===== src/hdl/cmp_pkg.sv =====
// Package for the column mean projection unit: sizes, command codes, divider status type.
// No dependencies; imported by cmp_div, the top level, the checker and the testbench.
`timescale 1ns / 1ps

package cmp_pkg;

   localparam int MAX_COLS  = 2048;
   localparam int CHANNELS  = 3;

   localparam int COL_BITS  = 11;
   localparam int CHAN_BITS = 8;
   localparam int ROWS_BITS = 11;
   localparam int MEAN_BITS = 8;
   localparam int SUM_BITS  = 20;

   localparam int ADDR_BITS = $clog2(MAX_COLS);
   localparam int DIV_BITS  = ROWS_BITS + $clog2(CHANNELS + 1);
   localparam int PIX_BITS  = CHAN_BITS + 2;

   localparam int REQ_DATA_BITS = 40;
   localparam int RSP_DATA_BITS = 24;

   localparam logic [ROWS_BITS-1:0] ROWS_RESET = 11'd720;

   typedef enum logic [1:0] {
      CMD_ACCUM = 2'd0,
      CMD_READ  = 2'd1,
      CMD_CLEAR = 2'd2
   } command_type;

   // divider status seen by the sequencer
   typedef struct packed {
      logic                 busy;
      logic [MEAN_BITS-1:0] quotient;
   } div_status_type;

endpackage


===== src/hdl/cmp_div.sv =====
// Iterative compare-subtract divider: sum / divisor, quotient clamped to 8 bits.
// Depends on cmp_pkg.
`timescale 1ns / 1ps

module cmp_div (
   input  logic                           clock,
   input  logic                           reset,
   input  logic                           start,
   input  logic [cmp_pkg::SUM_BITS-1:0]   dividend,
   input  logic [cmp_pkg::DIV_BITS-1:0]   divisor,
   output cmp_pkg::div_status_type        status
);

   import cmp_pkg::*;

   localparam int SH_BITS   = DIV_BITS + MEAN_BITS;
   localparam int CMP_BITS  = (SUM_BITS > SH_BITS) ? SUM_BITS : SH_BITS;
   localparam int STEP_BITS = $clog2(MEAN_BITS + 1);

   logic                 busy_ff, busy_in;
   logic [STEP_BITS-1:0] step_ff, step_in;
   logic [SUM_BITS-1:0]  rem_ff, rem_in;
   logic [SH_BITS-1:0]   sh_ff, sh_in;
   logic [MEAN_BITS-1:0] quo_ff, quo_in;
   logic                 fits;

   // one shared compare against the shifted divisor
   assign fits = CMP_BITS'(rem_ff) >= CMP_BITS'(sh_ff);

   // first step tests for an overflowing quotient (also catches a zero divisor),
   // the rest are restoring steps, one quotient bit each
   always_comb begin
      busy_in = busy_ff;
      step_in = step_ff;
      rem_in  = rem_ff;
      sh_in   = sh_ff;
      quo_in  = quo_ff;
      if (start) begin
         busy_in = 1'b1;
         step_in = STEP_BITS'(MEAN_BITS);
         rem_in  = dividend;
         sh_in   = {divisor, MEAN_BITS'(0)};
         quo_in  = '0;
      end else if (busy_ff) begin
         sh_in   = sh_ff >> 1;
         step_in = step_ff - STEP_BITS'(1);
         if (step_ff == STEP_BITS'(MEAN_BITS)) begin
            if (fits) begin
               quo_in  = '1;
               busy_in = 1'b0;
            end
         end else begin
            if (fits) begin
               rem_in = rem_ff - SUM_BITS'(sh_ff);
               quo_in = quo_ff | (MEAN_BITS'(1) << step_ff);
            end
            if (step_ff == '0) begin
               busy_in = 1'b0;
            end
         end
      end
   end

   always_ff @(posedge clock) begin
      if (reset) begin
         busy_ff <= 1'b0;
      end else begin
         busy_ff <= busy_in;
      end
      step_ff <= step_in;
      rem_ff  <= rem_in;
      sh_ff   <= sh_in;
      quo_ff  <= quo_in;
   end

   assign status.busy     = busy_ff;
   assign status.quotient = quo_ff;

endmodule


===== config.mk =====
export PLATFORM = sky130hd
export DESIGN_NAME = cmp_div
export DESIGN_NICKNAME = d
export VERILOG_FILES = /design/src/hdl/cmp_pkg.sv /design/src/hdl/cmp_div.sv
export SDC_FILE = /design/constraint.sdc
export NUM_CORES = 1
export LEC_CHECK = 0
export BUFFER_PORTS_ARGS = -buffer_cell sky130_fd_sc_hd__buf_4
export CAP_MARGIN = 20
export CORE_ASPECT_RATIO = 1.75
export CORE_MARGIN = 4
export CORE_UTILIZATION = 55
export DETAILED_ROUTE_END_ITERATION = 7
export HOLD_SLACK_MARGIN = 0.12
export PLACE_DENSITY = 0.85
export SLEW_MARGIN = 30
export SYNTH_ARGS = -nofsm -noshare
export SYNTH_HDL_FRONTEND = slang
export SYNTH_SLANG_ARGS = --single-unit

===== constraint.sdc =====
create_clock -name clock -period 5.2 [get_ports clock]
set_clock_uncertainty 0.1 [all_clocks]
set_input_delay 0.52 -clock clock [delete_from_list [all_inputs] [get_ports clock]]
set_output_delay 0.52 -clock clock [all_outputs]
set_load 0.1 [all_outputs]

After elaboration in Yosys (flattened, before gate mapping)
Cells that the tools add are included.
{ "op_classes": {"bitwise": 1, "order_cmp": 1, "muxes": 14, "n_addsub": 2, "div_mod_pow": 0, "n_eq_ne": 2, "shifts": 1, "n_reduce_logical": 5, "multipliers": 0} }
{ "ops": {"columns": ["cell", "n"], "rows": [
  ["2-to-1 mux 20 bit", 4],
  ["2-to-1 mux 21 bit", 2],
  ["2-to-1 mux 8 bit", 3],
  [">= comparator 20 x 21 -> 1 bit", 1],
  ["subtractor 20 bit", 1],
  ["bitwise OR 8 bit", 1],
  ["<< shifter 1 x 4 -> 8 bit (first input constant)", 1],
  ["2-to-1 mux 1 bit", 5],
  ["equality test 4 bit (second input constant)", 1],
  ["zero test 4 bit", 1],
  ["nonzero test 2 bit", 2],
  ["subtractor 4 x 1 -> 4 bit (second input constant)", 1],
  ["AND reduction 3 bit", 1],
  ["inequality test 2 bit (second input constant)", 1],
  ["AND reduction 2 bit", 1]
]} }
{ "totals": {"wordCells": 32, "n_memories": 0, "latchBits": 0, "ramBits": 0, "register_bits": 54, "out_inout_bits": 9, "rom_bits": 0, "inputBits": 36} }

Depth between registers and ports, before layout
Gate-level depths: netlist of the first run.
{ "logic_depth": {"depth_word": 5, "ltp_mapped": 9, "mapped_depth_nobuf": 9} }

Worst setup path after synthesis of the first run
Ideal clock, no wire load.
{ "synth_timing": {"path_type": "register to register", "start": "reg rem_ff[14]", "end": "reg rem_ff[0] (enable)", "period_less_slack_ns": 4.284, "t_required_ns": 4.675, "arrival_time_ns": 3.759, "slack_ns": 0.916, "stages_incl_launch_ff": 9, "path_cell_list": "edfxtp_1 -> ha_1 -> clkbuf_1 -> nand2_1 -> or3_1 -> or4_4 -> a311oi_4 -> o21ai_0 -> o21ai_0"} }
{ "synth_between": {"elab_chain_len": 3} }
{ "synth_rtl": {"columns": ["element", "line", "text"], "rows": [
  ["start, declared", "cmp_div.sv:22", "logic [SUM_BITS-1:0] rem_ff, rem_in;"],
  ["start signal, assigned", "cmp_div.sv:71", "rem_ff <= rem_in;"],
  [">= comparator 20 x 21 -> 1 bit", "cmp_div.sv:28", "assign fits = CMP_BITS'(rem_ff) >= CMP_BITS'(sh_ff);"],
  ["nonzero test 2 bit (no source line)", null, null],
  ["AND reduction 3 bit (no source line)", null, null]
]} }
Every way passes these cells.
A chain may end at the register's enable or synchronous reset.

Final worst setup path of the first run
{ "layout_timing": {"start": "reg sh_ff[9]", "end": "reg rem_ff[3] (enable)"} }
{ "layout_between": {"elab_chain_len": 3} }
{ "layout_rtl": {"columns": ["element", "line", "text"], "rows": [
  ["start, declared", "cmp_div.sv:23", "logic [SH_BITS-1:0] sh_ff, sh_in;"],
  ["start signal, assigned", "cmp_div.sv:72", "sh_ff <= sh_in;"],
  [">= comparator 20 x 21 -> 1 bit", "cmp_div.sv:28", null],
  ["nonzero test 2 bit (no source line)", null, null],
  ["AND reduction 3 bit (no source line)", null, null]
]} }
Every way passes these cells.

==> impl_metrics.yaml, run 1 <==
outcome:
  result_of_the_run: "completed"
floorplan:
  initial_core_util_pct: 57.37
  die_w_um: 67.43
  design.die.area_um2: 7553
  io_pins: 45
  fp.coreArea_um2: 5926
  die_h_um: 112.0
  number_of_standard_cell_rows_in_the_floorplan: 37
synth:
  synth_compound_gate_area_share_pct: 22.60
  synth_area_um2: 3400
  synth-simple-area-share_pct: 14.61
  synth.mux.area_fraction_pct: 2.356
  synth_edf_count: 33
  synth.avg_cell_area_um2: 9.065
  synth_cells: 375
  synth.yosys.seq_area_share_pct: 41.52
  ys_seq_elements: 54
  dominant_combinational_cell_family_by_area_after_synthesis: "compound AO/OA/AOI/OAI gates"
  synth_adder_area_share_pct: 10.16
  yosys.area_share.xor_xnor_pct: 3.092
  synth-main-ff-cell: "edfxtp_1"
  synth_async_sr_flop_share_pct: 0
  synth.yosys.warnings: 0
  synthesis.nets: 438
  synth.lib_cells_used.distinct: 51
clocking:
  cts-buffers-inserted: 5
  clk_transition_reported_paths_ns: 0.10
  ctsLongestPathBuffers: 2
  cts_sinks: 54
  cts_tree: "built"
  cts_post_setup_buffers_inserted: 0
  cts-hold-fix-buffers: 0
  post_cts_sizing_count: 0
  cts_htree_levels: 2
  clkLatencyLatePin_ns: 0.32
  clockRootBuffer: "clkbuf_8"
place:
  gpl.final_weighted_congestion: 0.8944
  place_hpwl_mm: 5.903
  port_buffer_count: 44
setup_path:
  reg2reg_slack_ns: 1.75
  timing.critical_path.slowest_stage_cell: "or4_4"
  worst-endpoint-required_ns: 5.09
  critical_path_class: "flop to flop"
  worstPathArrival_ns: 3.35
  critical_path.max_stage_delay_ns: 0.55
  worst_path_top_cell_family_by_delay: "simple AND/OR/NAND/NOR gates"
  worstPathCellList: "inv_1 -> ha_1 -> nand4_1 -> or3_1 -> or4_4 -> a311oi_4 -> o21ai_0 -> o21ai_1 -> buf_4"
  worstPathBufferInverterCount: 2
  setup.worst_path.end_class: "flop"
  worst-path-max-fanout: 20
  setup.worst_path.start_class: "flop"
grt:
  first_global_vias: 2911
  globalRouteOverflowTotal: 0
  gr-usage-all-layers_pct: 22.45
  grt_first_pass_wirelength_mm: 13.08
  grt_antenna_before_repair: 0
  grt_max_degree: 80
job:
  max-cap-violations: 0
timing:
  hold-worst-slack_ns: 0.2683
  final.setup.tns_ns: 0
  maxClockFrequency_mhz: 289.5
  layout_min_cycle_time_ns: 3.455
  hold_viol: 0
  slew_headroom_pct: 53.37
  max_slew.worst_pin.slew_ns: 0.6994
  setup_viol: 0
  timing_max_transition_violations_final: 0
  post-route-period-util_pct: 66.44
  grt_setup_unrepaired: "false"
power:
  sw_frac_of_total_pct: 37.71
  p_comb_share_pct: 42.0
  clk_pwr_share_pct: 18.8
  vdd_ir_drop_max_mv: 0.2404
  power_density_nw_per_um2: 369.4
  power.sequential.fraction_pct: 39.1
  power.switching_w: 0.0005421
  power.leakage_nw: 1.605
  internal-power_w: 0.0008952
drt:
  detail_route.iter0.violations: 203
  antenna_left: 0
  dr.pass1.iters: 6
  post_drt_via_cell_ratio: 5.854
  remaining_drc_errors: 0
  avgRoutedWirePerCell_um: 16.21
  route.final.wire_length_mm: 7.976
  vias: 2880
final_layout:
  most_common_cell_after_layout_fill_and_taps_aside: "nand2_1"
  syn2layout_area_growth_pct: 14.46
  drive_above_1_share_pct: 14.25
  diodes: 0
  layout.cells.most_common_list: "nand2_1 (47), buf_4 (46), o21ai_0 (36), inv_1 (35), edfxtp_1 (33)"
  num-nets-final: 476
min_path:
  hold_path.class: "input pin to flop"
final cells by class:
class | count | area (um^2)
clock buffers | 8 | 110.1
well taps | 78 | 97.59
repair buffers | 46 | 345.3
inverters | 35 | 131.4
flip-flops and latches | 54 | 1411
fillers | 515 | 2034
multi-input cells | 271 | 1795
synth_stat cells, types with 2 or more instances:
library cell | n | area (um^2)
xnor2_1 | 8 | 70.07
o2bb2ai_1 | 3 | 26.28
nor3_1 | 6 | 30.03
a21boi_0 | 5 | 37.54
o32ai_1 | 2 | 17.52
mux2i_1 | 8 | 80.08
nand3_1 | 2 | 10.01
edfxtp_1 | 33 | 991.0
ha_1 | 26 | 325.3
o31ai_1 | 3 | 22.52
nand2_1 | 47 | 176.4
a311oi_1 | 3 | 26.28
buf_1 | 3 | 11.26
a31o_2 | 2 | 17.52
and3_1 | 4 | 25.02
o221ai_1 | 3 | 26.28
clkbuf_1 | 10 | 37.54
nand4_1 | 5 | 31.28
a211oi_1 | 5 | 37.54
inv_1 | 35 | 131.4
a22o_1 | 4 | 35.03
nor2b_1 | 7 | 43.79
nor2_1 | 28 | 105.1
a21oi_1 | 21 | 105.1
o21a_1 | 2 | 15.01
nand2b_1 | 3 | 18.77
xor2_1 | 4 | 35.03
o211ai_1 | 7 | 52.55
o21ai_0 | 37 | 185.2
dfxtp_1 | 21 | 420.4
a21o_1 | 8 | 60.06
per-stage QoR:
step	worst slack [ns]	power, W	cells	util [%]	area [um^2]
after floorplan	0.9163	0.001021	375	-	3400
after global placement	1.885	0.001144	484	63.81	3781
after detailed placement	1.806	0.001163	484	63.81	3781
after CTS	1.757	0.001437	492	65.67	3891
after global routing	1.525	0.001529	492	65.67	3891
final	1.745	0.001437	492	65.67	3891
logic make-up after synthesis:
group | Yosys count
xor gates and xnor gates | 12
and+or+nand+nor | 109
buffers and inverters | 50
AOI/OAI and AO/OA | 115
muxes | 8
DFF | 54
adders and majority gates | 27
registers in the layout, indices dropped and copies added, names as in the netlist:
register / cells
sh_ff: 21
rem_ff: 20
quo_ff: 8
step_ff: 4
busy_ff: 1
per-layer routing:
layer | track usage (%) | vias up | routed length, um
met5 | 0 | - | 0
met3 | 4.440 | 19 | 369
met1 | 25.21 | 1340 | 3156
li1 | - | 1430 | -
met2 | 39.42 | 91 | 4238
met4 | 10.03 | 0 | 210
power groups by stage:
stage | clock network, W | registers, W | logic [W]
6_report | 0.000271 | 0.000562 | 0.000604
5_1_grt | 0.000296 | 0.000569 | 0.000663
4_1_cts | 0.000278 | 0.000562 | 0.000597
3_5_place_dp | 0 | 0.000572 | 0.000592
3_3_place_gp | 0 | 0.000568 | 0.000576
2_1_floorplan | 0 | 0.000606 | 0.000415
path summary, 6_finish.rpt:
kind / from / cells past startpoint / to
worst max-delay path: sh_ff[9] / 9 / rem_ff[3]
worst min-delay path: reset / 2 / busy_ff
worst max register to register: sh_ff[9] / 9 / rem_ff[3]
worst min register to register: quo_ff[6] / 2 / quo_ff[6]
Power figures use the tool's default switching activity.
==> run 2, diff against run 1 <==
- CORE_UTILIZATION: 55 -> 52
- PLACE_DENSITY: 0.85 -> 0.84
- clock period: 5.2 -> 3.1 ns (I/O delays scaled with it)
==> run 2 against run 1 <==
Clock power increased by 66%. Sequential power increased by 69%. Maximum frequency increased by 14%. Critical path depth decreased by 1. Critical endpoint is now rem_ff[2]. Largest power group unchanged.
==> impl_metrics.yaml, run 2 (synthesized netlist as in run 1, its figures left out) <==
timing:
  grt_setup_unrepaired: "false"
  max_slew.worst_pin.slew_ns: 0.5588
  timing_max_transition_violations_final: 0
  final.setup.worst_slack_ns: 0.06736
  post-route-period-util_pct: 97.83
  layout_min_cycle_time_ns: 3.033
  setup_viol: 0
  slew_headroom_pct: 62.35
  final.setup.tns_ns: 0
  hold_viol: 0
  maxClockFrequency_mhz: 329.7
floorplan:
  number_of_standard_cell_rows_in_the_floorplan: 38
  design.die.area_um2: 7946
  fp.coreArea_um2: 6276
  initial_core_util_pct: 54.17
  die_w_um: 69.12
  die_h_um: 115.0
  io_pins: 45
setup_path:
  timing.critical_path.slowest_stage_cell: "or4_4"
  setup.worst_path.start_class: "flop"
  worstPathCellList: "ha_4 -> nand4_1 -> or3_1 -> or4_4 -> a311oi_4 -> o21ai_2 -> o21ai_4 -> buf_6"
  worst_path_top_cell_family_by_delay: "simple AND/OR/NAND/NOR gates"
  critical_path.max_stage_delay_ns: 0.56
  worst-endpoint-required_ns: 3.03
  worstPathBufferInverterCount: 1
  critical_path_class: "flop to flop"
  worst-path-max-fanout: 13
  setup.worst_path.end_class: "flop"
  worstPathArrival_ns: 2.96
drt:
  vias: 2929
  post_drt_via_cell_ratio: 5.800
  route.final.wire_length_mm: 8.147
  detail_route.iter0.violations: 167
  antenna_left: 0
  dr.pass1.iters: 4
  avgRoutedWirePerCell_um: 16.13
  remaining_drc_errors: 0
clocking:
  cts_tree: "built"
  clkLatencyLatePin_ns: 0.32
  cts_sinks: 54
  clockRootBuffer: "clkbuf_8"
  cts-buffers-inserted: 5
  cts_post_setup_buffers_inserted: 0
  ctsLongestPathBuffers: 2
  cts_htree_levels: 2
  clk_transition_reported_paths_ns: 0.10
place:
  dpl_cell_area_um2: 3924
  detailedPlace.worstSlack_ns: 0.04957
  gpl.final_weighted_congestion: 0.9239
  place_hpwl_mm: 6.330
  dp.cells: 496
  port_buffer_count: 44
final_layout:
  diodes: 0
  num-nets-final: 487
  fin_cells: 505
  most_common_cell_after_layout_fill_and_taps_aside: "buf_4"
  drive_above_1_share_pct: 17.65
  final_cell_area_um2: 4044
  reg.largest.list: "sh_ff: 21 flops, rem_ff: 20 flops, quo_ff: 8 flops"
  syn2layout_area_growth_pct: 18.95
  largest_register: "sh_ff"
  layout.cells.most_common_list: "buf_4 (55), nand2_1 (47), inv_1 (35), o21ai_0 (34), edfxtp_1 (33)"
  largest_register_ffs: 21
grt:
  grt_first_pass_wirelength_mm: 13.98
  grt_max_degree: 45
  globalRouteOverflowTotal: 0
  grt_antenna_before_repair: 0
  gr-usage-all-layers_pct: 21.59
  first_global_vias: 3010
min_path:
  hold_path.class: "input pin to flop"
outcome:
  result_of_the_run: "completed"
job:
  max-cap-violations: 0
power:
  power.leakage_nw: 1.663
  power_density_nw_per_um2: 618.5
  vdd_ir_drop_max_mv: 0.4423
-- run 2: worst paths after layout --
path	startpoint	end	slack, ns	cells past startpoint
max	rem_ff[8]	rem_ff[2]	0.07	8
min reg2reg	quo_ff[4]	quo_ff[4]	0.36	2
max reg2reg	rem_ff[8]	rem_ff[2]	0.07	8
min	dividend[4]	rem_ff[4]	0.16	2
-- run 2: layout make-up --
class	instances	area [um^2]
fillers	523	2232
inverters	35	131.4
flip-flops and latches	54	1411
well taps	80	100.1
clock buffers	6	93.84
repair buffers	57	434.2
clock inverters	2	12.51
multi-input cells	271	1861
-- run 2: layer usage --
metal / wire [um] / share of wire, % / global-route usage (%)
met1: 3228 / 40 / 23.08
met2: 4308 / 53 / 39.16
met3: 320 / 3.9 / 3.587
met4: 290 / 3.6 / 13.56
met5: 0 / 0 / 0
-- run 2: timing repair --
item,CTS,global route
setup endpoints to repair,0,14
hold buffers,1,0
hold endpoints to repair,1,0
resized for setup,0,2
-- run 2: where the power goes --
| part | internal, W | switching [W] | total, W |
|---|---|---|---|
| registers | 0.000888 | 0.0000608 | 0.000949 |
| clock network | 0.000210 | 0.000242 | 0.000451 |
| logic | 0.000451 | 0.000650 | 0.00110 |
-- run 2: per-stage QoR --
step,hold WS (ns),utilization (%),total power (W)
floorplan,0.2880,-,0.001755
global placement,0.3370,62.52,0.002012
detailed placement,0.3383,62.52,0.002049
CTS,0.1620,64.37,0.002499
global route,0.1733,64.43,0.002661
finish,0.1624,64.43,0.002501
==> run 3, diff against run 2 <==
- GPL_TIMING_DRIVEN: not set -> 0
==> run 3 against run 2 <==
Worst hold slack got worse by 0.0093 ns. Largest cell class unchanged. Via count increased by 5.8%. Sequential share of layout area shrank 1.5 points. Routed wire length increased by 12%. Critical endpoint is now rem_ff[17]. Global-route usage is 2.0 points higher.
==> impl_metrics.yaml, run 3 (synthesized netlist as in run 1, its figures left out) <==
final_layout:
  drive_above_1_share_pct: 18.82
  regArea_um2: 1411
  syn2layout_area_growth_pct: 24.22
  num-nets-final: 503
  diodes: 0
  reg.largest.list: "sh_ff: 21 flops, rem_ff: 20 flops, quo_ff: 8 flops"
  final_cell_area_um2: 4223
  most_common_cell_after_layout_fill_and_taps_aside: "buf_4"
  fillers: 532
  layout.cells.most_common_list: "buf_4 (55), nand2_1 (47), inv_1 (35), o21ai_0 (35), edfxtp_1 (33)"
  largest_register: "sh_ff"
  finalCoreUtilization_pct: 67.28
  largest_register_ffs: 21
  multi_input_area_um2: 1931
clocking:
  clkLatencyLatePin_ns: 0.33
  clockRootBuffer: "clkbuf_8"
  clk_transition_reported_paths_ns: 0.10
  ctsLongestPathBuffers: 2
  cts_tree: "built"
  cts_sinks: 54
  cts_htree_levels: 2
  cts-buffers-inserted: 5
timing:
  slew_headroom_pct: 49.03
  maxClockFrequency_mhz: 338.6
  hold_viol: 0
  setup_viol: 0
  timing_max_transition_violations_final: 0
  post-route-period-util_pct: 95.27
  layout_min_cycle_time_ns: 2.953
  hold-worst-slack_ns: 0.1531
  final.setup.tns_ns: 0
  grt_setup_unrepaired: "false"
  max_slew.worst_pin.slew_ns: 0.7645
drt:
  dr.pass1.iters: 5
  detail_route.iter0.violations: 308
  remaining_drc_errors: 0
  antenna_left: 0
  avgRoutedWirePerCell_um: 17.54
  post_drt_via_cell_ratio: 5.950
  route.final.wire_length_mm: 9.138
  vias: 3100
floorplan:
  initial_core_util_pct: 54.17
  io_pins: 45
  fp.coreArea_um2: 6276
  design.die.area_um2: 7946
  number_of_standard_cell_rows_in_the_floorplan: 38
  die_w_um: 69.12
  die_h_um: 115.0
power:
  power.switching_w: 0.0009910
  power.sequential.fraction_pct: 36.6
  power_density_nw_per_um2: 618.0
  sw_frac_of_total_pct: 37.97
  p_comb_share_pct: 45.4
  internal-power_w: 0.001619
  clk_pwr_share_pct: 18.0
  vdd_ir_drop_max_mv: 0.4402
  power.leakage_nw: 1.712
setup_path:
  worst-endpoint-required_ns: 3.07
  worst-path-max-fanout: 8
  setup.worst_path.end_class: "flop"
  critical_path_class: "flop to flop"
  worstPathArrival_ns: 2.92
  setup.worst_path.start_class: "flop"
  worst_r2r_path_depth: 9
grt:
  gr-usage-all-layers_pct: 23.55
  first_global_vias: 3253
  grt_first_pass_wirelength_mm: 14.81
  grt_antenna_before_repair: 0
  globalRouteOverflowTotal: 0
  grt_max_degree: 17
place:
  place_hpwl_mm: 6.577
  port_buffer_count: 44
  gpl.final_weighted_congestion: 0.9355
  dpl_cell_area_um2: 3896
outcome:
  result_of_the_run: "completed"
job:
  max-cap-violations: 0
min_path:
  timing.hold.worst_path_depth: 3
  hold_path.class: "input pin to flop"
run 3: worst max-delay path, stage by stage (launching register included):
cell,delay [ns]
edfxtp_1,0.39
ha_1,0.28
buf_4,0.14
nand2_1,0.06
or3_4,0.38
or4_4,0.45
a311oi_4,0.33
o21ai_4,0.14
o21ai_4,0.22
clkbuf_16,0.18
run 3: layer usage:
metal  track usage, %  up-vias  routed length (um)
li1                 -     1483                   -
met1            24.50     1469                3296
met2            44.07      118                5033
met3            4.899       30                 541
met4            12.13        0                 267
met5                0        -                   0
run 3: repair_timing:
action,CTS,global route
gates resized for setup,5,7
setup endpoints to repair,20,25
hold buffers,1,0
pin swaps,5,9
buffers inserted,5,6
cloned,1,1
endpoints found under the hold margin,1,0
run 3: through the flow:
stage | power [W] | cells | worst slack [ns]
finish | 0.002610 | 521 | 0.1467
global route | 0.002760 | 521 | 0.06504
CTS | 0.002529 | 514 | 0.006112
detailed placement | 0.002013 | 499 | -0.4636
global placement | 0.001971 | 499 | -0.4601
floorplan | 0.001755 | 375 | 0.0004126
run 3: cell type report:
type                       count  area share (%)
buffer                        15           1.541
clock buffer                   8           2.637
inverter                      35           3.111
multi-input combinational    272           45.72
sequential                    54           33.42
tap                           80           2.370
timing repair buffer          57           11.20
run 3: power groups by stage:
stage	combinational [W]	clock [W]	sequential (W)
after floorplan	0.000732	0	0.00102
after CTS	0.00110	0.000476	0.000954
after global routing	0.00129	0.000502	0.000967
after detailed placement	0.00104	0	0.000969
after global placement	0.00101	0	0.000963
final	0.00118	0.000470	0.000956
run 3: final timing paths:
check | start | end | slack, ns
worst min register to register | quo_ff[0] | quo_ff[0] | 0.36
worst min-delay path | divisor[6] | sh_ff[14] | 0.15
worst max register to register | rem_ff[14] | rem_ff[17] | 0.15
worst max-delay path | rem_ff[14] | rem_ff[17] | 0.15
